==> config.mk <==
export PLATFORM = sky130hd
export DESIGN_NAME = voxel_sphere_command_generator_top
export DESIGN_NICKNAME = d
export VERILOG_FILES = /design/src/rtl/vscg_pkg.sv /design/src/rtl/voxel_sphere_command_generator_top.sv /design/src/rtl/vscg_walker.sv /design/src/rtl/vscg_emitter.sv
export SDC_FILE = /design/constraint.sdc
export NUM_CORES = 1
export LEC_CHECK = 0
export ABC_AREA = 1
export BUFFER_PORTS_ARGS = -buffer_cell sky130_fd_sc_hd__buf_2
export CAP_MARGIN = 25
export CORE_MARGIN = 1
export CORE_UTILIZATION = 32
export DETAILED_ROUTE_END_ITERATION = 10
export PLACE_DENSITY = 0.5
export SLEW_MARGIN = 30
export SYNTH_ARGS = -nofsm -noshare
export SYNTH_HDL_FRONTEND = slang
export SYNTH_SLANG_ARGS = --single-unit
export TNS_END_PERCENT = 5
==> constraint.sdc <==
create_clock -name clock -period 8 [get_ports clock]
set_input_delay 0 -clock clock [delete_from_list [all_inputs] [get_ports clock]]
set_output_delay 0 -clock clock [all_outputs]
set_load 0.02 [all_outputs]
==> src/rtl/vscg_pkg.sv <==
// ----------------------------------------------------------------------------
// vscg_pkg
// Shared types and constants of the voxel sphere command generator.
// ----------------------------------------------------------------------------
package vscg_pkg;

   localparam int MAX_RADIUS = 31;

   localparam int RADIUS_W = 5;
   localparam int BASE_W   = 7;
   localparam int OFFSET_W = 6;
   localparam int FLOOR_W  = 7;
   localparam int INDEX_W  = 6;
   localparam int COORD_W  = 7;   // signed cell offset, index minus radius
   localparam int AMOUNT_W = 8;
   localparam int POS_X_W  = 6;
   localparam int POS_Y_W  = 8;
   localparam int POS_Z_W  = 6;
   localparam int RSQ_W    = 2 * RADIUS_W;
   localparam int DIST_W   = 14;  // sum of three squared offsets
   localparam int CSR_IDX_W  = 2;
   localparam int CSR_DATA_W = 7;
   localparam int SLOTS    = 4;

   localparam logic [RADIUS_W-1:0] RADIUS_RST = 5'd10;
   localparam logic [BASE_W-1:0]   BASE_RST   = 7'h55;  // -43
   localparam logic [OFFSET_W-1:0] OFFSET_RST = 6'd13;
   localparam logic [FLOOR_W-1:0]  FLOOR_RST  = 7'h62;  // -30

   // result slots, in emission order
   localparam int SLOT_HEAD  = 0;
   localparam int SLOT_HEADX = 1;
   localparam int SLOT_PRINT = 2;
   localparam int SLOT_END   = 3;

   typedef enum logic [2:0] {
      CMD_SET_GANTRY = 3'd0,
      CMD_LAYER_DOWN = 3'd1,
      CMD_SET_HEAD_X = 3'd2,
      CMD_PRINT      = 3'd3,
      CMD_RESET_BED  = 3'd4,
      CMD_FINISHED   = 3'd5
   } vscg_cmd_type;

   typedef enum logic [CSR_IDX_W-1:0] {
      CSR_RADIUS        = 2'd0,
      CSR_PLANE_BASE    = 2'd1,
      CSR_GANTRY_OFFSET = 2'd2,
      CSR_GANTRY_FLOOR  = 2'd3
   } vscg_csr_index_type;

   typedef struct packed {
      logic [RADIUS_W-1:0] radius;
      logic [BASE_W-1:0]   plane_base;
      logic [OFFSET_W-1:0] gantry_offset;
      logic [FLOOR_W-1:0]  gantry_floor;
   } vscg_cfg_type;

   // one visited cell, as handed from the walker to the emitter
   typedef struct packed {
      logic                gantry;
      logic                layer;
      logic                bed;
      logic                finish;
      logic [AMOUNT_W-1:0] target;
      logic [COORD_W-1:0]  kx;
      logic [COORD_W-1:0]  ky;
      logic [COORD_W-1:0]  kz;
      logic [POS_Y_W-1:0]  py;
      logic [POS_Z_W-1:0]  row;
      logic [INDEX_W-1:0]  side;
      logic [RSQ_W-1:0]    rsq;
   } vscg_cell_type;

   typedef struct packed {
      vscg_cmd_type        command;
      logic [AMOUNT_W-1:0] amount;
      logic [POS_X_W-1:0]  pos_x;
      logic [POS_Y_W-1:0]  pos_y;
      logic [POS_Z_W-1:0]  pos_z;
      logic                last;
   } vscg_rsp_type;

endpackage

==> src/rtl/voxel_sphere_command_generator_top.sv <==
// ----------------------------------------------------------------------------
// voxel_sphere_command_generator_top
// Walks a voxel cube of side 2r+1 and emits printer commands for a sphere.
// ----------------------------------------------------------------------------
// Each request item visits one cell of the cube (x fastest, then z, then y);
// start_req = 1 restarts at the first cell, start_req = 0 steps to the next,
// and a step while no job runs is swallowed without any response. A cell
// yields zero to four response items: gantry target or layer-down when it
// opens a plane or row, head-x and print-block when it lies inside the
// sphere, and bed reset or finished when it closes a plane or the job; last
// marks the final item of a cell. Requests are taken every cycle while the
// pipeline flows. The next cell is taken once the held cell's commands are
// out or as its last one enters the response register, which moves one
// command per cycle while rsp_stall is low. A request passes through the
// request register, the command hold stage and the response register.
// Registers are written through the csr port at any time the block is idle;
// csr_ready is always high.
module voxel_sphere_command_generator_top import vscg_pkg::*; (
   input  logic                  clock,
   input  logic                  reset,
   // request channel
   input  logic                  req_valid,
   output logic                  req_stall,
   input  logic                  req_start_req,
   // response channel
   output logic                  rsp_valid,
   input  logic                  rsp_stall,
   output logic [2:0]            rsp_command,
   output logic [AMOUNT_W-1:0]   rsp_amount,
   output logic [POS_X_W-1:0]    rsp_pos_x,
   output logic [POS_Y_W-1:0]    rsp_pos_y,
   output logic [POS_Z_W-1:0]    rsp_pos_z,
   output logic                  rsp_last,
   // configuration write channel
   input  logic                  csr_valid,
   output logic                  csr_ready,
   input  logic [CSR_IDX_W-1:0]  csr_index,
   input  logic [CSR_DATA_W-1:0] csr_data
);

   vscg_cfg_type  cfg_ff, cfg_in;
   vscg_cell_type cell_rec;
   logic          cell_valid;
   logic          cell_take;
   vscg_rsp_type  rsp;

   // configuration registers: always ready, one write per cycle
   assign csr_ready = 1'b1;

   always_comb begin
      cfg_in = cfg_ff;
      if (csr_valid && csr_ready) begin
         unique case (csr_index)
            CSR_RADIUS:        cfg_in.radius        = csr_data[RADIUS_W-1:0];
            CSR_PLANE_BASE:    cfg_in.plane_base    = csr_data[BASE_W-1:0];
            CSR_GANTRY_OFFSET: cfg_in.gantry_offset = csr_data[OFFSET_W-1:0];
            CSR_GANTRY_FLOOR:  cfg_in.gantry_floor  = csr_data[FLOOR_W-1:0];
            default:           cfg_in = cfg_ff;
         endcase
      end
   end

   always_ff @(posedge clock) begin
      if (reset) begin
         cfg_ff.radius        <= RADIUS_RST;
         cfg_ff.plane_base    <= BASE_RST;
         cfg_ff.gantry_offset <= OFFSET_RST;
         cfg_ff.gantry_floor  <= FLOOR_RST;
      end else begin
         cfg_ff <= cfg_in;
      end
   end

   // scan state and per-cell record
   vscg_walker u_walker (
      .clock         (clock),
      .reset         (reset),
      .cfg           (cfg_ff),
      .req_valid     (req_valid),
      .req_start_req (req_start_req),
      .req_stall     (req_stall),
      .cell_rec      (cell_rec),
      .cell_valid    (cell_valid),
      .cell_take     (cell_take)
   );

   // sphere test and command sequencing, one command per cycle unless stalled
   vscg_emitter u_emitter (
      .clock      (clock),
      .reset      (reset),
      .cell_rec   (cell_rec),
      .cell_valid (cell_valid),
      .cell_take  (cell_take),
      .rsp        (rsp),
      .rsp_valid  (rsp_valid),
      .rsp_stall  (rsp_stall)
   );

   // drive response fields from the response register
   assign rsp_command = rsp.command;
   assign rsp_amount  = rsp.amount;
   assign rsp_pos_x   = rsp.pos_x;
   assign rsp_pos_y   = rsp.pos_y;
   assign rsp_pos_z   = rsp.pos_z;
   assign rsp_last    = rsp.last;

endmodule

==> src/rtl/vscg_walker.sv <==
// ----------------------------------------------------------------------------
// vscg_walker
// Cell scan state: takes one item per cycle unless stalled by the emitter,
// steps the x/z/y indices and registers the cell record for the emitter.
// ----------------------------------------------------------------------------
module vscg_walker import vscg_pkg::*; (
   input  logic          clock,
   input  logic          reset,
   input  vscg_cfg_type  cfg,
   input  logic          req_valid,
   input  logic          req_start_req,
   output logic          req_stall,
   output vscg_cell_type cell_rec,
   output logic          cell_valid,
   input  logic          cell_take
);

   logic [INDEX_W-1:0] col_ff, col_in;
   logic [INDEX_W-1:0] row_ff, row_in;
   logic [INDEX_W-1:0] plane_ff, plane_in;
   logic               active_ff, active_in;
   logic               cell_valid_ff, cell_valid_in;
   vscg_cell_type      cell_ff, cell_in;

   logic               accept;
   logic               emit;
   logic [RADIUS_W-1:0] r;
   logic [INDEX_W-1:0] side;
   logic [INDEX_W-1:0] col, row, plane;
   logic               row_end, plane_end, job_end;
   logic [8:0]         py9, target_raw, floor9;

   assign req_stall  = cell_valid_ff && !cell_take;
   assign accept     = req_valid && !req_stall;
   assign emit       = accept && (req_start_req || active_ff);
   assign cell_rec   = cell_ff;
   assign cell_valid = cell_valid_ff;

   assign r     = (int'(cfg.radius) > MAX_RADIUS) ? RADIUS_W'(MAX_RADIUS) : cfg.radius;
   assign side  = {r, 1'b0};
   assign col   = req_start_req ? '0 : col_ff;
   assign row   = req_start_req ? '0 : row_ff;
   assign plane = req_start_req ? '0 : plane_ff;

   assign row_end   = col >= side;
   assign plane_end = row_end && (row >= side);
   assign job_end   = plane_end && (plane >= side);

   // plane y and gantry target, kept one bit wider until the floor clamp
   assign py9        = {{2{cfg.plane_base[BASE_W-1]}}, cfg.plane_base} + {3'b000, plane};
   assign target_raw = py9 + {3'b000, cfg.gantry_offset};
   assign floor9     = {{2{cfg.gantry_floor[FLOOR_W-1]}}, cfg.gantry_floor};

   always_comb begin
      cell_in        = cell_ff;
      cell_in.gantry = (col == '0) && (row == '0);
      cell_in.layer  = (col == '0) && (row != '0);
      cell_in.finish = job_end;
      cell_in.bed    = plane_end && !job_end;
      cell_in.target = ($signed(target_raw) < $signed(floor9)) ? floor9[AMOUNT_W-1:0]
                                                               : target_raw[AMOUNT_W-1:0];
      cell_in.kx     = {1'b0, col} - {2'b00, r};
      cell_in.ky     = {1'b0, plane} - {2'b00, r};
      cell_in.kz     = {1'b0, row} - {2'b00, r};
      cell_in.py     = py9[POS_Y_W-1:0];
      cell_in.row    = row;
      cell_in.side   = side;
      cell_in.rsq    = RSQ_W'(r) * RSQ_W'(r);
   end

   // advance the scan: x, then z, then y
   always_comb begin
      col_in    = col_ff;
      row_in    = row_ff;
      plane_in  = plane_ff;
      active_in = active_ff;
      if (emit) begin
         active_in = 1'b1;
         col_in    = col + INDEX_W'(1);
         row_in    = row;
         plane_in  = plane;
         if (row_end) begin
            col_in = '0;
            row_in = row + INDEX_W'(1);
            if (plane_end) begin
               row_in   = '0;
               plane_in = plane + INDEX_W'(1);
               if (job_end) begin
                  plane_in  = '0;
                  active_in = 1'b0;
               end
            end
         end
      end
   end

   always_comb begin
      cell_valid_in = cell_valid_ff;
      if (emit) begin
         cell_valid_in = 1'b1;
      end else if (cell_take) begin
         cell_valid_in = 1'b0;
      end
   end

   always_ff @(posedge clock) begin
      if (reset) begin
         col_ff        <= '0;
         row_ff        <= '0;
         plane_ff      <= '0;
         active_ff     <= 1'b0;
         cell_valid_ff <= 1'b0;
      end else begin
         col_ff        <= col_in;
         row_ff        <= row_in;
         plane_ff      <= plane_in;
         active_ff     <= active_in;
         cell_valid_ff <= cell_valid_in;
      end
   end

   always_ff @(posedge clock) begin
      if (emit) begin
         cell_ff <= cell_in;
      end
   end

endmodule

==> src/rtl/vscg_emitter.sv <==
// ----------------------------------------------------------------------------
// vscg_emitter
// Sphere test and command sequencing: holds one cell's pending commands and
// sends them one per cycle, unless the output stalls, through the result register.
// ----------------------------------------------------------------------------
module vscg_emitter import vscg_pkg::*; (
   input  logic          clock,
   input  logic          reset,
   input  vscg_cell_type cell_rec,
   input  logic          cell_valid,
   output logic          cell_take,
   output vscg_rsp_type  rsp,
   output logic          rsp_valid,
   input  logic          rsp_stall
);

   vscg_cell_type      held_ff;
   logic [SLOTS-1:0]   mask_ff, mask_in;
   vscg_rsp_type       rsp_ff, rsp_in;
   logic               rsp_valid_ff, rsp_valid_in;

   logic [DIST_W-1:0]  ext_x, ext_y, ext_z;
   logic [DIST_W-1:0]  sq_x, sq_y, sq_z, dist_sq;
   logic               in_sphere;
   logic [SLOTS-1:0]   new_mask;
   logic [SLOTS-1:0]   sel, rest;
   logic               out_load, pop, can_load;

   // squared distance of the incoming cell from the center
   assign ext_x     = {{(DIST_W-COORD_W){cell_rec.kx[COORD_W-1]}}, cell_rec.kx};
   assign ext_y     = {{(DIST_W-COORD_W){cell_rec.ky[COORD_W-1]}}, cell_rec.ky};
   assign ext_z     = {{(DIST_W-COORD_W){cell_rec.kz[COORD_W-1]}}, cell_rec.kz};
   assign sq_x      = ext_x * ext_x;
   assign sq_y      = ext_y * ext_y;
   assign sq_z      = ext_z * ext_z;
   assign dist_sq   = sq_x + sq_y + sq_z;
   assign in_sphere = dist_sq <= DIST_W'(cell_rec.rsq);

   always_comb begin
      new_mask             = '0;
      new_mask[SLOT_HEAD]  = cell_rec.gantry || cell_rec.layer;
      new_mask[SLOT_HEADX] = in_sphere;
      new_mask[SLOT_PRINT] = in_sphere;
      new_mask[SLOT_END]   = cell_rec.bed || cell_rec.finish;
   end

   // lowest pending slot goes next
   always_comb begin
      sel = '0;
      priority if (mask_ff[SLOT_HEAD])  sel[SLOT_HEAD]  = 1'b1;
      else if     (mask_ff[SLOT_HEADX]) sel[SLOT_HEADX] = 1'b1;
      else if     (mask_ff[SLOT_PRINT]) sel[SLOT_PRINT] = 1'b1;
      else if     (mask_ff[SLOT_END])   sel[SLOT_END]   = 1'b1;
      else                              sel             = '0;
   end

   assign rest      = mask_ff & ~sel;
   assign out_load  = !rsp_valid_ff || !rsp_stall;
   assign pop       = (mask_ff != '0) && out_load;
   assign can_load  = (mask_ff == '0) || (pop && (rest == '0));
   assign cell_take = cell_valid && can_load;
   assign rsp       = rsp_ff;
   assign rsp_valid = rsp_valid_ff;

   always_comb begin
      mask_in = mask_ff;
      if (pop) begin
         mask_in = rest;
      end
      if (cell_take) begin
         mask_in = new_mask;
      end
   end

   always_comb begin
      rsp_in         = rsp_ff;
      rsp_in.command = CMD_LAYER_DOWN;
      rsp_in.amount  = '0;
      rsp_in.pos_x   = '0;
      rsp_in.pos_y   = '0;
      rsp_in.pos_z   = '0;
      rsp_in.last    = (rest == '0);
      unique case (1'b1)
         sel[SLOT_HEAD]: begin
            if (held_ff.gantry) begin
               rsp_in.command = CMD_SET_GANTRY;
               rsp_in.amount  = held_ff.target;
            end
         end
         sel[SLOT_HEADX]: begin
            rsp_in.command = CMD_SET_HEAD_X;
            rsp_in.amount  = {held_ff.kx[COORD_W-1], held_ff.kx};
         end
         sel[SLOT_PRINT]: begin
            rsp_in.command = CMD_PRINT;
            rsp_in.pos_x   = held_ff.kx[POS_X_W-1:0];
            rsp_in.pos_y   = held_ff.py;
            rsp_in.pos_z   = held_ff.row;
         end
         sel[SLOT_END]: begin
            if (held_ff.finish) begin
               rsp_in.command = CMD_FINISHED;
            end else begin
               rsp_in.command = CMD_RESET_BED;
               rsp_in.amount  = {2'b00, held_ff.side};
            end
         end
         default: begin
            rsp_in.last = 1'b0;
         end
      endcase
   end

   always_comb begin
      rsp_valid_in = rsp_valid_ff;
      if (out_load) begin
         rsp_valid_in = pop;
      end
   end

   always_ff @(posedge clock) begin
      if (reset) begin
         mask_ff      <= '0;
         rsp_valid_ff <= 1'b0;
      end else begin
         mask_ff      <= mask_in;
         rsp_valid_ff <= rsp_valid_in;
      end
   end

   always_ff @(posedge clock) begin
      if (cell_take) begin
         held_ff <= cell_rec;
      end
      if (pop) begin
         rsp_ff <= rsp_in;
      end
   end

endmodule
-- Yosys cells after proc, flatten, opt, wreduce, memory -nomap -nowiden
Index checks and enable logic that the tools add are counted.
- bits in registers: 180
- bits in latches: 0
- RAM bits: 0
- memory bits (read-only): 0
- bits of input ports: 15
- output and inout bits: 35
- logic and storage cells: 124
- memories kept: 0
- add/sub/neg operators: 10
- multiply operators: 4
- div/mod/pow operators: 0
- $lt $le $gt $ge: 5
- equal/unequal tests: 3
- shifts and indexed selects: 0
- muxes and demuxes: 29
- bitwise operators: 2
- reductions and logical operators: 35
- operator list (cell ; number):
    6-bit 2-to-1 mux ; 10
    7-bit by 7-bit multiplier with 14-bit output ; 3
    14-bit adder ; 2
    8-bit one-hot mux with 3 select lines ; 1
    6-bit by 5-bit subtractor with 7-bit output ; 3
    6-bit by 1-bit adder with 6-bit output (second input constant) ; 3
    6-bit >= comparator ; 3
    14-bit by 10-bit <= comparator with 1-bit output ; 1
    6-bit logical NOT ; 2
    3-bit one-hot mux with 4 select lines ; 1
    1-bit logical AND ; 11
    1-bit 2-to-1 mux ; 11
    5-bit by 5-bit multiplier with 10-bit output ; 1
    9-bit by 6-bit adder with 9-bit output ; 1
    9-bit by 7-bit < comparator with 1-bit output ; 1
    9-bit 2-to-1 mux ; 1
    7-bit by 7-bit adder with 8-bit output ; 1
    4-bit logical NOT ; 2
    4-bit 2-to-1 mux ; 2
    8-bit 2-to-1 mux ; 1
    2-bit AND reduction ; 4
    6-bit nonzero test ; 1
    1-bit logical NOT ; 5
    1-bit logical OR ; 5
    other kinds (10) ; 12

-- Longest topological paths before layout
Gate-level depths: netlist of the first run.
- word-level depth: 16
- mapped depth: 33
- depth with buffers taken out: 32

-- Cells and area by module
A second synthesis of the first run with hierarchy kept.
- cell total of the unflattened synthesis: 1677
- area, all modules: 14905.5 sq um
- modules (own cells, without submodules) (module ; times used ; cells each ; area each (sq um) ; seq. area each (sq um)):
    vscg_emitter ; 1 ; 892 ; 8331.7 ; 2172.1
    vscg_walker ; 1 ; 642 ; 5531.6 ; 2202.1
    voxel_sphere_command_generator_top ; 1 ; 143 ; 1042.2 ; 500.5

-- Worst setup path after synthesis of the first run
OpenSTA, ideal clock, no wires.
- path kind: register -> register
- start: register u_walker.cell_ff, in the netlist u_walker.cell_rec[37]
- end: register u_emitter.mask_ff[1]
- setup time: 0.070 ns
- arrival: 6.635 ns
- required time: 7.930 ns
- slack: 1.295 ns
- stages on the path, launching flop included: 32
- buffers on the path: 1
- period minus slack after synthesis: 6.705 ns
- cells stage by stage: edfxtp_1 > clkbuf_1 > nand2_1 > inv_1 > fa_1 > inv_1 > fa_1 > inv_1 > fa_1 > fa_1 > fa_1 > fa_1 > inv_1 > fa_1 > inv_1 > ha_1 > a21oi_1 > nand2_1 > a21oi_1 > o21ai_0 > xor2_1 > ha_1 > nand2_1 > nor2_1 > nand4_1 > nand2_1 > nand2_1 > nor2_1 > nand3_1 > nor2_1 > nand2_1 > a21oi_1
- word-level cells in the longest chain between the ends: 5
- ends and longest elaborated chain (element ; line ; source):
    start: declaration ; vscg_walker.sv:23 ; vscg_cell_type cell_ff, cell_in;
    start signal: assignment ; vscg_walker.sv:124 ; cell_ff <= cell_in;
    7-bit by 7-bit multiplier with 14-bit output ; vscg_emitter.sv:34 ; assign sq_y = ext_y * ext_y;
    14-bit adder (2 in series) ; vscg_emitter.sv:36 ; assign dist_sq = sq_x + sq_y + sq_z;
    14-bit by 10-bit <= comparator with 1-bit output ; vscg_emitter.sv:37 ; assign in_sphere = dist_sq <= DIST_W'(cell_rec.rsq);
    4-bit 2-to-1 mux ; vscg_emitter.sv:70 ; if (cell_take) begin
    end signal: assignment ; vscg_emitter.sv:126 ; mask_ff <= mask_in;
    end: declaration ; vscg_emitter.sv:18 ; logic [SLOTS-1:0] mask_ff, mask_in;
No other way between the ends.
A chain may end at the register's enable or synchronous reset.

-- Worst setup path in the final report of the first run
- start: register u_walker.cell_ff, in the netlist u_walker.cell_rec[43]
- end: register u_emitter.mask_ff[2]
Same word-level chain as after synthesis.

==> report_table.html, run 1 <==
<table>
<tr><th>Metric</th><th>Value</th></tr>
<tr><th colspan="2">Setup path</th></tr>
<tr><td>Crit-path max cell delay</td><td>580 ps</td></tr>
<tr><td>Slowest stage cell on the critical path</td><td>sky130_fd_sc_hd__fa_1</td></tr>
<tr><td>Type of the worst setup path</td><td>reg -&gt; reg</td></tr>
<tr><td>Critical Path Source Type</td><td>flip-flop</td></tr>
<tr><td>Worst path arrival time</td><td>7620 ps</td></tr>
<tr><td>Required time of the critical path</td><td>8360 ps</td></tr>
<tr><td>Type of destination of the critical path</td><td>flip-flop</td></tr>
<tr><td>Critical path peak fanout</td><td>10</td></tr>
<tr><td>Reg-to-reg slack, setup</td><td>approximately 730 ps</td></tr>
<tr><th colspan="2">Timing</th></tr>
<tr><td>Slew headroom</td><td>38.1%</td></tr>
<tr><td>Time the worst path needs with I/O delays and setup</td><td>7270 ps</td></tr>
<tr><td>Final TNS setup</td><td>0 ps</td></tr>
<tr><td>Setup slack of the critical path after layout</td><td>734 ps</td></tr>
<tr><td>Slew Limit Fails</td><td>0</td></tr>
<tr><td>Hold violation total from the final report</td><td>0</td></tr>
<tr><td>Clk_skew</td><td>between 8 and 9 ps</td></tr>
<tr><td>Transition time of the tightest slew-check pin</td><td>928 ps</td></tr>
<tr><td>Post-route clock period utilization</td><td>90.8%</td></tr>
<tr><td>Setup violators final</td><td>0</td></tr>
<tr><td>Max frequency</td><td>138 MHz</td></tr>
<tr><td>RSZ-0062 raised after global routing</td><td>false</td></tr>
<tr><th colspan="2">Synthesis</th></tr>
<tr><td>Post-Syn Instances</td><td>about 1,500</td></tr>
<tr><td>Synth warn</td><td>0</td></tr>
<tr><td>Ranking of synthesized cells by area</td><td>sky130_fd_sc_hd__edfxtp_1, sky130_fd_sc_hd__fa_1, sky130_fd_sc_hd__ha_1, sky130_fd_sc_hd__inv_1, sky130_fd_sc_hd__dfxtp_1</td></tr>
<tr><td>Post-synth top area share</td><td>26.9%</td></tr>
<tr><td>Cell area after technology mapping</td><td>14,300 um2</td></tr>
<tr><td>Number of flops mapped to enable cells by yosys</td><td>128</td></tr>
<tr><td>Number of synthesized register bits</td><td>roughly 180</td></tr>
<tr><td>Most common flop cell mapped by yosys</td><td>sky130_fd_sc_hd__edfxtp_1</td></tr>
<tr><td>Asr flop ratio synth</td><td>0%</td></tr>
<tr><td>Count of different cell masters after synthesis</td><td>48</td></tr>
<tr><td>Cell accounting for the most synthesized area</td><td>sky130_fd_sc_hd__edfxtp_1</td></tr>
<tr><td>Sequential fraction of the synthesis area</td><td>33.9%</td></tr>
<tr><td>Net count of the mapped netlist</td><td>between 1,500 and 2,000</td></tr>
<tr><td>Mean instance size in the synthesized netlist</td><td>~9 um2</td></tr>
<tr><th colspan="2">Global route</th></tr>
<tr><td>Pin count of the biggest net entering global routing</td><td>between 60 and 70</td></tr>
<tr><td>First-pass GRT wire length</td><td>between 50,000 and 60,000 um</td></tr>
<tr><td>Initial antenna violation count</td><td>0</td></tr>
<tr><td>Grt peak-use layer</td><td>met2</td></tr>
<tr><td>Met1 Track Usage GR</td><td>22.0%</td></tr>
<tr><td>Met3 Track Usage GR</td><td>2.30%</td></tr>
<tr><td>All-layer global routing usage</td><td>15.4%</td></tr>
<tr><td>Global-route track usage on met2</td><td>25.0%</td></tr>
<tr><td>Global route overflow</td><td>0</td></tr>
<tr><td>Vias in the first global route</td><td>roughly 10,000</td></tr>
<tr><th colspan="2">CTS</th></tr>
<tr><td>Post-CTS Setup Bufs</td><td>0</td></tr>
<tr><td>CTS clk-pin slew, worst paths</td><td>70 ps</td></tr>
<tr><td>Number of sinks on the clock net</td><td>178</td></tr>
<tr><td>Cell at the root of the clock tree</td><td>sky130_fd_sc_hd__clkbuf_16</td></tr>
<tr><td>TritonCTS clock tree</td><td>yes</td></tr>
<tr><td>Maximum level of the CTS H-tree</td><td>4</td></tr>
<tr><td>Number of CTS-inserted buffers</td><td>17</td></tr>
<tr><td>Clock insertion delay at the later pin of the skew report</td><td>430 ps</td></tr>
<tr><td>Max clock buf depth</td><td>2</td></tr>
<tr><th colspan="2">Detailed routing</th></tr>
<tr><td>Total number of vias</td><td>9,781</td></tr>
<tr><td>Routed WL</td><td>33,100 um</td></tr>
<tr><td>Routed length per placed instance</td><td>15.0 um</td></tr>
<tr><td>Detailed router's first-iteration violation count</td><td>approximately 590</td></tr>
<tr><td>Number of nets with antenna violations after routing</td><td>0</td></tr>
<tr><td>Vias per cell</td><td>~4.4</td></tr>
<tr><td>Remaining DRCs</td><td>0</td></tr>
<tr><td>Number of search-and-repair iterations in the first detailed-routing pass</td><td>5</td></tr>
<tr><th colspan="2">Floorplan</th></tr>
<tr><td>Num ports</td><td>50</td></tr>
<tr><td>Full die area</td><td>45,500 um2</td></tr>
<tr><td>Horiz. Die Dim</td><td>213 um</td></tr>
<tr><td>Area of the core region</td><td>~44,000 um2</td></tr>
<tr><td>Initial standard-cell utilization of the core</td><td>32.4%</td></tr>
<tr><td>Die height</td><td>213 um</td></tr>
<tr><td>Number of rows in the core area</td><td>77</td></tr>
<tr><th colspan="2">Cells and area</th></tr>
<tr><td>Count of antenna diodes in the layout</td><td>0</td></tr>
<tr><td>Area added between synthesis and finish</td><td>11.1%</td></tr>
<tr><td>Filler Cells Inserted</td><td>~4,500</td></tr>
<tr><td>Area taken by flip-flops and latches</td><td>around 4800 um2</td></tr>
<tr><td>Fraction of layout instances using a drive strength above 1</td><td>6.90%</td></tr>
<tr><td>Area of the multi-input gates</td><td>7920 um2</td></tr>
<tr><td>Nets</td><td>~1,900</td></tr>
<tr><th colspan="2">Placed design</th></tr>
<tr><td>IO buf count</td><td>48</td></tr>
<tr><td>Hpwl dp</td><td>26,400 um</td></tr>
<tr><td>Pre-CTS worst setup slack</td><td>734 ps</td></tr>
<tr><td>Routability congestion estimate from global placement</td><td>0.832</td></tr>
<tr><th colspan="2">Run</th></tr>
<tr><td>Count of max-cap constraint violations</td><td>0</td></tr>
<tr><th colspan="2">Status</th></tr>
<tr><td>Run status</td><td>complete, no violations</td></tr>
<tr><th colspan="2">Hold path</th></tr>
<tr><td>Type of the worst min-delay path</td><td>in -&gt; reg</td></tr>
</table>
-- synth_stat cells, types with 2 or more instances --
| cell type | number |
|---|---|
| sky130_fd_sc_hd__nor3_1 | 15 |
| sky130_fd_sc_hd__a31oi_1 | 5 |
| sky130_fd_sc_hd__ha_1 | 136 |
| sky130_fd_sc_hd__nand2_2 | 5 |
| sky130_fd_sc_hd__nand2_1 | 252 |
| sky130_fd_sc_hd__nor2_2 | 3 |
| sky130_fd_sc_hd__inv_2 | 4 |
| sky130_fd_sc_hd__nand4_1 | 10 |
| sky130_fd_sc_hd__a21o_1 | 5 |
| sky130_fd_sc_hd__o21ai_1 | 2 |
| sky130_fd_sc_hd__o21ai_0 | 47 |
| sky130_fd_sc_hd__nand3_1 | 58 |
| sky130_fd_sc_hd__xor2_1 | 38 |
| sky130_fd_sc_hd__a211oi_2 | 2 |
| sky130_fd_sc_hd__nand3b_1 | 5 |
| sky130_fd_sc_hd__a211oi_1 | 3 |
| sky130_fd_sc_hd__a21oi_1 | 72 |
| sky130_fd_sc_hd__xnor2_1 | 14 |
| sky130_fd_sc_hd__fa_1 | 142 |
| sky130_fd_sc_hd__o211ai_1 | 12 |
| sky130_fd_sc_hd__and2_1 | 3 |
| sky130_fd_sc_hd__edfxtp_1 | 128 |
| sky130_fd_sc_hd__nor2_4 | 3 |
| sky130_fd_sc_hd__inv_1 | 374 |
| sky130_fd_sc_hd__o2111ai_1 | 2 |
| sky130_fd_sc_hd__dfxtp_1 | 50 |
| sky130_fd_sc_hd__o21a_1 | 3 |
| sky130_fd_sc_hd__nor2_1 | 106 |
| sky130_fd_sc_hd__buf_4 | 4 |
| sky130_fd_sc_hd__clkbuf_1 | 20 |
-- cell usage in the layout, fill, tap and decap left out, types with 3 or more instances in the layout --
| cell | n |
|---|---|
| sky130_fd_sc_hd__a211oi_1 | 3 |
| sky130_fd_sc_hd__clkinvlp_4 | 3 |
| sky130_fd_sc_hd__ha_1 | 136 |
| sky130_fd_sc_hd__o211ai_1 | 12 |
| sky130_fd_sc_hd__nand3_1 | 58 |
| sky130_fd_sc_hd__a21oi_1 | 72 |
| sky130_fd_sc_hd__fa_1 | 142 |
| sky130_fd_sc_hd__a31oi_1 | 5 |
| sky130_fd_sc_hd__inv_1 | 374 |
| sky130_fd_sc_hd__clkinv_4 | 3 |
| sky130_fd_sc_hd__nand3b_1 | 5 |
| sky130_fd_sc_hd__xor2_1 | 38 |
| sky130_fd_sc_hd__dfxtp_1 | 50 |
| sky130_fd_sc_hd__nor2_1 | 105 |
| sky130_fd_sc_hd__nor2_2 | 3 |
| sky130_fd_sc_hd__edfxtp_1 | 128 |
| sky130_fd_sc_hd__xnor2_1 | 14 |
| sky130_fd_sc_hd__buf_4 | 5 |
| sky130_fd_sc_hd__o21a_1 | 3 |
| sky130_fd_sc_hd__nand2_2 | 5 |
| sky130_fd_sc_hd__and2_1 | 3 |
| sky130_fd_sc_hd__nor2_4 | 4 |
| sky130_fd_sc_hd__clkbuf_16 | 17 |
| sky130_fd_sc_hd__nand2_1 | 252 |
| sky130_fd_sc_hd__dlygate4sd3_1 | 8 |
| sky130_fd_sc_hd__inv_2 | 4 |
| sky130_fd_sc_hd__nand4_1 | 10 |
| sky130_fd_sc_hd__a21o_1 | 5 |
| sky130_fd_sc_hd__o21ai_0 | 46 |
| sky130_fd_sc_hd__o21ai_1 | 3 |
| sky130_fd_sc_hd__nor3_1 | 15 |
| sky130_fd_sc_hd__buf_2 | 48 |
-- timing repair --
| item | 4_1_cts | 5_1_grt |
|---|---|---|
| hold buffers | 8 | 0 |
| hold endpoints to repair | 25 | 0 |
| resized for setup | 0 | 0 |
-- metrics by stage --
| step | std cells | utilization, % | hold slack [ps] | cell area, um2 |
|---|---|---|---|---|
| after floorplan | 1541 | - | 99.7 | 14300 |
| after global placement | 2160 | 34.5 | 256 | 15200 |
| after detailed placement | 2161 | 34.5 | 253 | 15200 |
| after CTS | 2201 | 36.0 | 8.17 | 15900 |
| after global routing | 2201 | 36.0 | 20.4 | 15900 |
| final | 2201 | 36.0 | 36.0 | 15900 |
-- final timing paths --
kind	cells past startpoint	startpoint	end
hold / removal	3	csr_index[1]	cfg_ff[21]
setup reg to reg	31	u_walker.cell_rec[43]	u_emitter.mask_ff[2]
hold reg to reg	0	u_walker.cell_rec[53]	u_emitter.held_ff[53]
setup / recovery	31	u_walker.cell_rec[43]	u_emitter.mask_ff[2]
-- state kept, by name, summed over array words and instances, names as in the netlist --
signal               cells
u_walker.cell_valid      1
u_walker.cell_rec       60
u_walker.col_ff          6
u_emitter.rsp_valid      1
u_walker.active_ff       1
u_walker.row_ff          6
u_emitter.mask_ff        4
cfg_ff                  25
u_emitter.rsp           32
u_emitter.held_ff       36
u_walker.plane_ff        6
-- worst max-delay path: cells and delay by family, from the launching register on --
family | cells | cell delay [ps]
xor+xnor | 1 | 200
fa+ha+maj | 9 | 4280
buf+inv | 5 | 400
flops | 1 | 560
compound gates | 4 | 500
simple gates | 12 | 1210
-- cell families (layout without fill, tap and decap cells) --
group | Yosys count | count (layout) | synth area share, %
adders and majority gates | 278 | 278 | 31.8
buffers and inverters | 405 | 473 | 10.8
xor gates and xnor gates | 53 | 53 | 3.30
and+or+nand+nor | 465 | 465 | 13.6
DFF | 178 | 178 | 33.9
AOI/OAI and AO/OA | 161 | 161 | 6.56
other | 1 | 1 | 0.0262
-- per-layer routing --
metal  share of wire [%]  vias up  wire (um)
met4                 1.0        0        344
met5                   0        -          0
met2                  47      146      15400
met3                 3.3       21       1110
met1                  49     4682      16200
li1                    -     4932          -
-- layout make-up --
type | instances | area share (%)
clock buffer | 21 | 2.90
timing repair buffer | 62 | 2.43
multi-input combinational | 958 | 49.9
clock inverter | 11 | 0.662
tap | 592 | 4.67
sequential | 178 | 30.5
inverter | 379 | 8.98
Power of run 1 is not shown: default switching activity piles up to over one toggle a cycle in this logic, so the estimate is an artifact.
==> run 2: changes to the inputs <==
Settings changed: RECOVER_POWER set to 100.
==> report_table.html, run 2 (synthesis results as in run 1) <==
<table>
<tr><th>Metric</th><th>Value</th></tr>
<tr><th colspan="2">Timing</th></tr>
<tr><td>Clk_skew</td><td>approximately 8.6 ps</td></tr>
<tr><td>RSZ-0062 raised after global routing</td><td>false</td></tr>
<tr><td>Final TNS setup</td><td>0 ps</td></tr>
<tr><td>Time the worst path needs with I/O delays and setup</td><td>around 7400 ps</td></tr>
<tr><td>Max frequency</td><td>136 MHz</td></tr>
<tr><td>Post-route clock period utilization</td><td>92.0%</td></tr>
<tr><td>Worst hold slack across all endpoints</td><td>-30.7 ps</td></tr>
<tr><td>Transition time of the tightest slew-check pin</td><td>3910 ps</td></tr>
<tr><td>Hold violation total from the final report</td><td>1</td></tr>
<tr><td>Setup violators final</td><td>0</td></tr>
<tr><td>Slew headroom</td><td>-161%</td></tr>
<tr><td>Slew Limit Fails</td><td>125</td></tr>
<tr><th colspan="2">Detailed routing</th></tr>
<tr><td>Vias per cell</td><td>4.45</td></tr>
<tr><td>Number of search-and-repair iterations in the first detailed-routing pass</td><td>5</td></tr>
<tr><td>Detailed router's first-iteration violation count</td><td>571</td></tr>
<tr><td>Routed WL</td><td>approximately 33,000 um</td></tr>
<tr><td>Routed length per placed instance</td><td>approximately 15 um</td></tr>
<tr><td>Number of nets with antenna violations after routing</td><td>0</td></tr>
<tr><td>Total number of vias</td><td>9,793</td></tr>
<tr><td>Remaining DRCs</td><td>0</td></tr>
<tr><th colspan="2">Floorplan</th></tr>
<tr><td>Num ports</td><td>50</td></tr>
<tr><td>Horiz. Die Dim</td><td>around 210 um</td></tr>
<tr><td>Area of the core region</td><td>44,100 um2</td></tr>
<tr><td>Die height</td><td>213 um</td></tr>
<tr><td>Initial standard-cell utilization of the core</td><td>32.4%</td></tr>
<tr><td>Full die area</td><td>45,500 um2</td></tr>
<tr><td>Number of rows in the core area</td><td>just under 80</td></tr>
<tr><th colspan="2">CTS</th></tr>
<tr><td>Number of CTS-inserted buffers</td><td>17</td></tr>
<tr><td>Number of sinks on the clock net</td><td>178</td></tr>
<tr><td>Max clock buf depth</td><td>2</td></tr>
<tr><td>Clock insertion delay at the later pin of the skew report</td><td>430 ps</td></tr>
<tr><td>Cell at the root of the clock tree</td><td>sky130_fd_sc_hd__clkbuf_16</td></tr>
<tr><td>Maximum level of the CTS H-tree</td><td>4</td></tr>
<tr><td>Post-CTS Setup Bufs</td><td>0</td></tr>
<tr><td>CTS clk-pin slew, worst paths</td><td>70 ps</td></tr>
<tr><td>Hold Buf Count CTS</td><td>8</td></tr>
<tr><td>TritonCTS clock tree</td><td>yes</td></tr>
<tr><td>Number of gates resized after CTS</td><td>0</td></tr>
<tr><th colspan="2">Cells and area</th></tr>
<tr><td>Fraction of layout instances using a drive strength above 1</td><td>3.36%</td></tr>
<tr><td>Most common cell after layout, fill and taps aside</td><td>sky130_fd_sc_hd__inv_1</td></tr>
<tr><td>Area added between synthesis and finish</td><td>9.95%</td></tr>
<tr><td>Count of antenna diodes in the layout</td><td>0</td></tr>
<tr><td>Commonest cells after routing, fill and taps aside</td><td>sky130_fd_sc_hd__inv_1, sky130_fd_sc_hd__nand2_1, sky130_fd_sc_hd__fa_1</td></tr>
<tr><td>Nets</td><td>1,889</td></tr>
<tr><td>Max reg flops</td><td>60</td></tr>
<tr><th colspan="2">Setup path</th></tr>
<tr><td>Type of the worst setup path</td><td>reg -&gt; reg</td></tr>
<tr><td>Slowest stage cell on the critical path</td><td>sky130_fd_sc_hd__fa_1</td></tr>
<tr><td>Type of destination of the critical path</td><td>flip-flop</td></tr>
<tr><td>Number of cells on the worst reg-to-reg path</td><td>31</td></tr>
<tr><td>Required time of the critical path</td><td>about 8400 ps</td></tr>
<tr><td>Worst path arrival time</td><td>7710 ps</td></tr>
<tr><td>Worst reg2reg startpoint</td><td>u_walker.cell_rec[43]</td></tr>
<tr><td>Crit-path max cell delay</td><td>approximately 580 ps</td></tr>
<tr><td>Critical Path Source Type</td><td>flip-flop</td></tr>
<tr><td>Reg-to-reg slack, setup</td><td>around 640 ps</td></tr>
<tr><td>Worst r2r dst</td><td>u_emitter.mask_ff[2]</td></tr>
<tr><td>Critical path peak fanout</td><td>10</td></tr>
<tr><th colspan="2">Placed design</th></tr>
<tr><td>Routability congestion estimate from global placement</td><td>0.832</td></tr>
<tr><td>IO buf count</td><td>48</td></tr>
<tr><td>Hpwl dp</td><td>26,400 um</td></tr>
<tr><th colspan="2">Global route</th></tr>
<tr><td>First-pass GRT wire length</td><td>53,900 um</td></tr>
<tr><td>Vias in the first global route</td><td>10,070</td></tr>
<tr><td>Global route overflow</td><td>0</td></tr>
<tr><td>Initial antenna violation count</td><td>0</td></tr>
<tr><td>Pin count of the biggest net entering global routing</td><td>between 60 and 70</td></tr>
<tr><td>All-layer global routing usage</td><td>15.4%</td></tr>
<tr><th colspan="2">Hold path</th></tr>
<tr><td>Hold depth</td><td>5</td></tr>
<tr><td>Type of the worst min-delay path</td><td>in -&gt; reg</td></tr>
<tr><td>Worst hold path endpoint</td><td>u_emitter.rsp_valid</td></tr>
<tr><td>HP Start</td><td>rsp_stall</td></tr>
<tr><th colspan="2">Status</th></tr>
<tr><td>Violated checks</td><td>negative hold slack, max-capacitance violations, max-slew violations</td></tr>
<tr><td>Run status</td><td>finished with violations</td></tr>
<tr><th colspan="2">Run</th></tr>
<tr><td>Count of max-cap constraint violations</td><td>3</td></tr>
</table>
-- run 2: critical path: cells and delay by family, from the launching register on --
kind | cells | cell delay, ps
AOI/OAI and AO/OA | 4 | 500
xor gates and xnor gates | 1 | 220
adders and majority gates | 9 | 4290
buffers and inverters | 5 | 400
DFF | 1 | 560
and+or+nand+nor | 12 | 1280
-- run 2: stage by stage --
step                worst slack, ps  instances  util [%]  hold WS, ps  area [um2]
floorplan                      1300       1541         -         99.7       14300
global placement                856       2160      34.5          256       15200
detailed placement              734       2161      34.5          253       15200
CTS                             708       2201      36.0         8.17       15900
global route                    244       2201      35.6        -11.8       15700
finish                          644       2201      35.6        -30.7       15700
-- run 2: per-layer routing --
layer / GRT usage (%) / vias up / wire length, um
li1: - / 4928 / -
met1: 22.0 / 4698 / 16400
met2: 25.0 / 141 / 15400
met3: 2.30 / 26 / 1000
met4: 2.93 / 0 / 365
met5: 0 / - / 0
-- run 2: cell type report --
class                      instances  area, um2
clock buffer                      21        460
clock inverter                    11        105
fill                            4572      28400
inverter                         379       1430
multi-input combinational        958       7830
sequential                       178       4840
tap                              592        741
timing repair buffer              62        305
-- run 2: worst max path at each step --
stage	endpoint	slack (ps)	startpoint	cells after the start
after global placement	u_emitter.mask_ff[2]	860	u_walker.cell_rec[43]	31
after CTS	u_emitter.mask_ff[2]	710	u_walker.cell_rec[43]	31
after floorplan	u_emitter.mask_ff[1]	1300	u_walker.cell_rec[37]	31
after detailed placement	u_emitter.mask_ff[2]	730	u_walker.cell_rec[43]	31
final	u_emitter.mask_ff[2]	640	u_walker.cell_rec[43]	31
after global routing	u_emitter.mask_ff[1]	240	u_walker.cell_rec[43]	31
Power of run 2 is left out for the same reason.
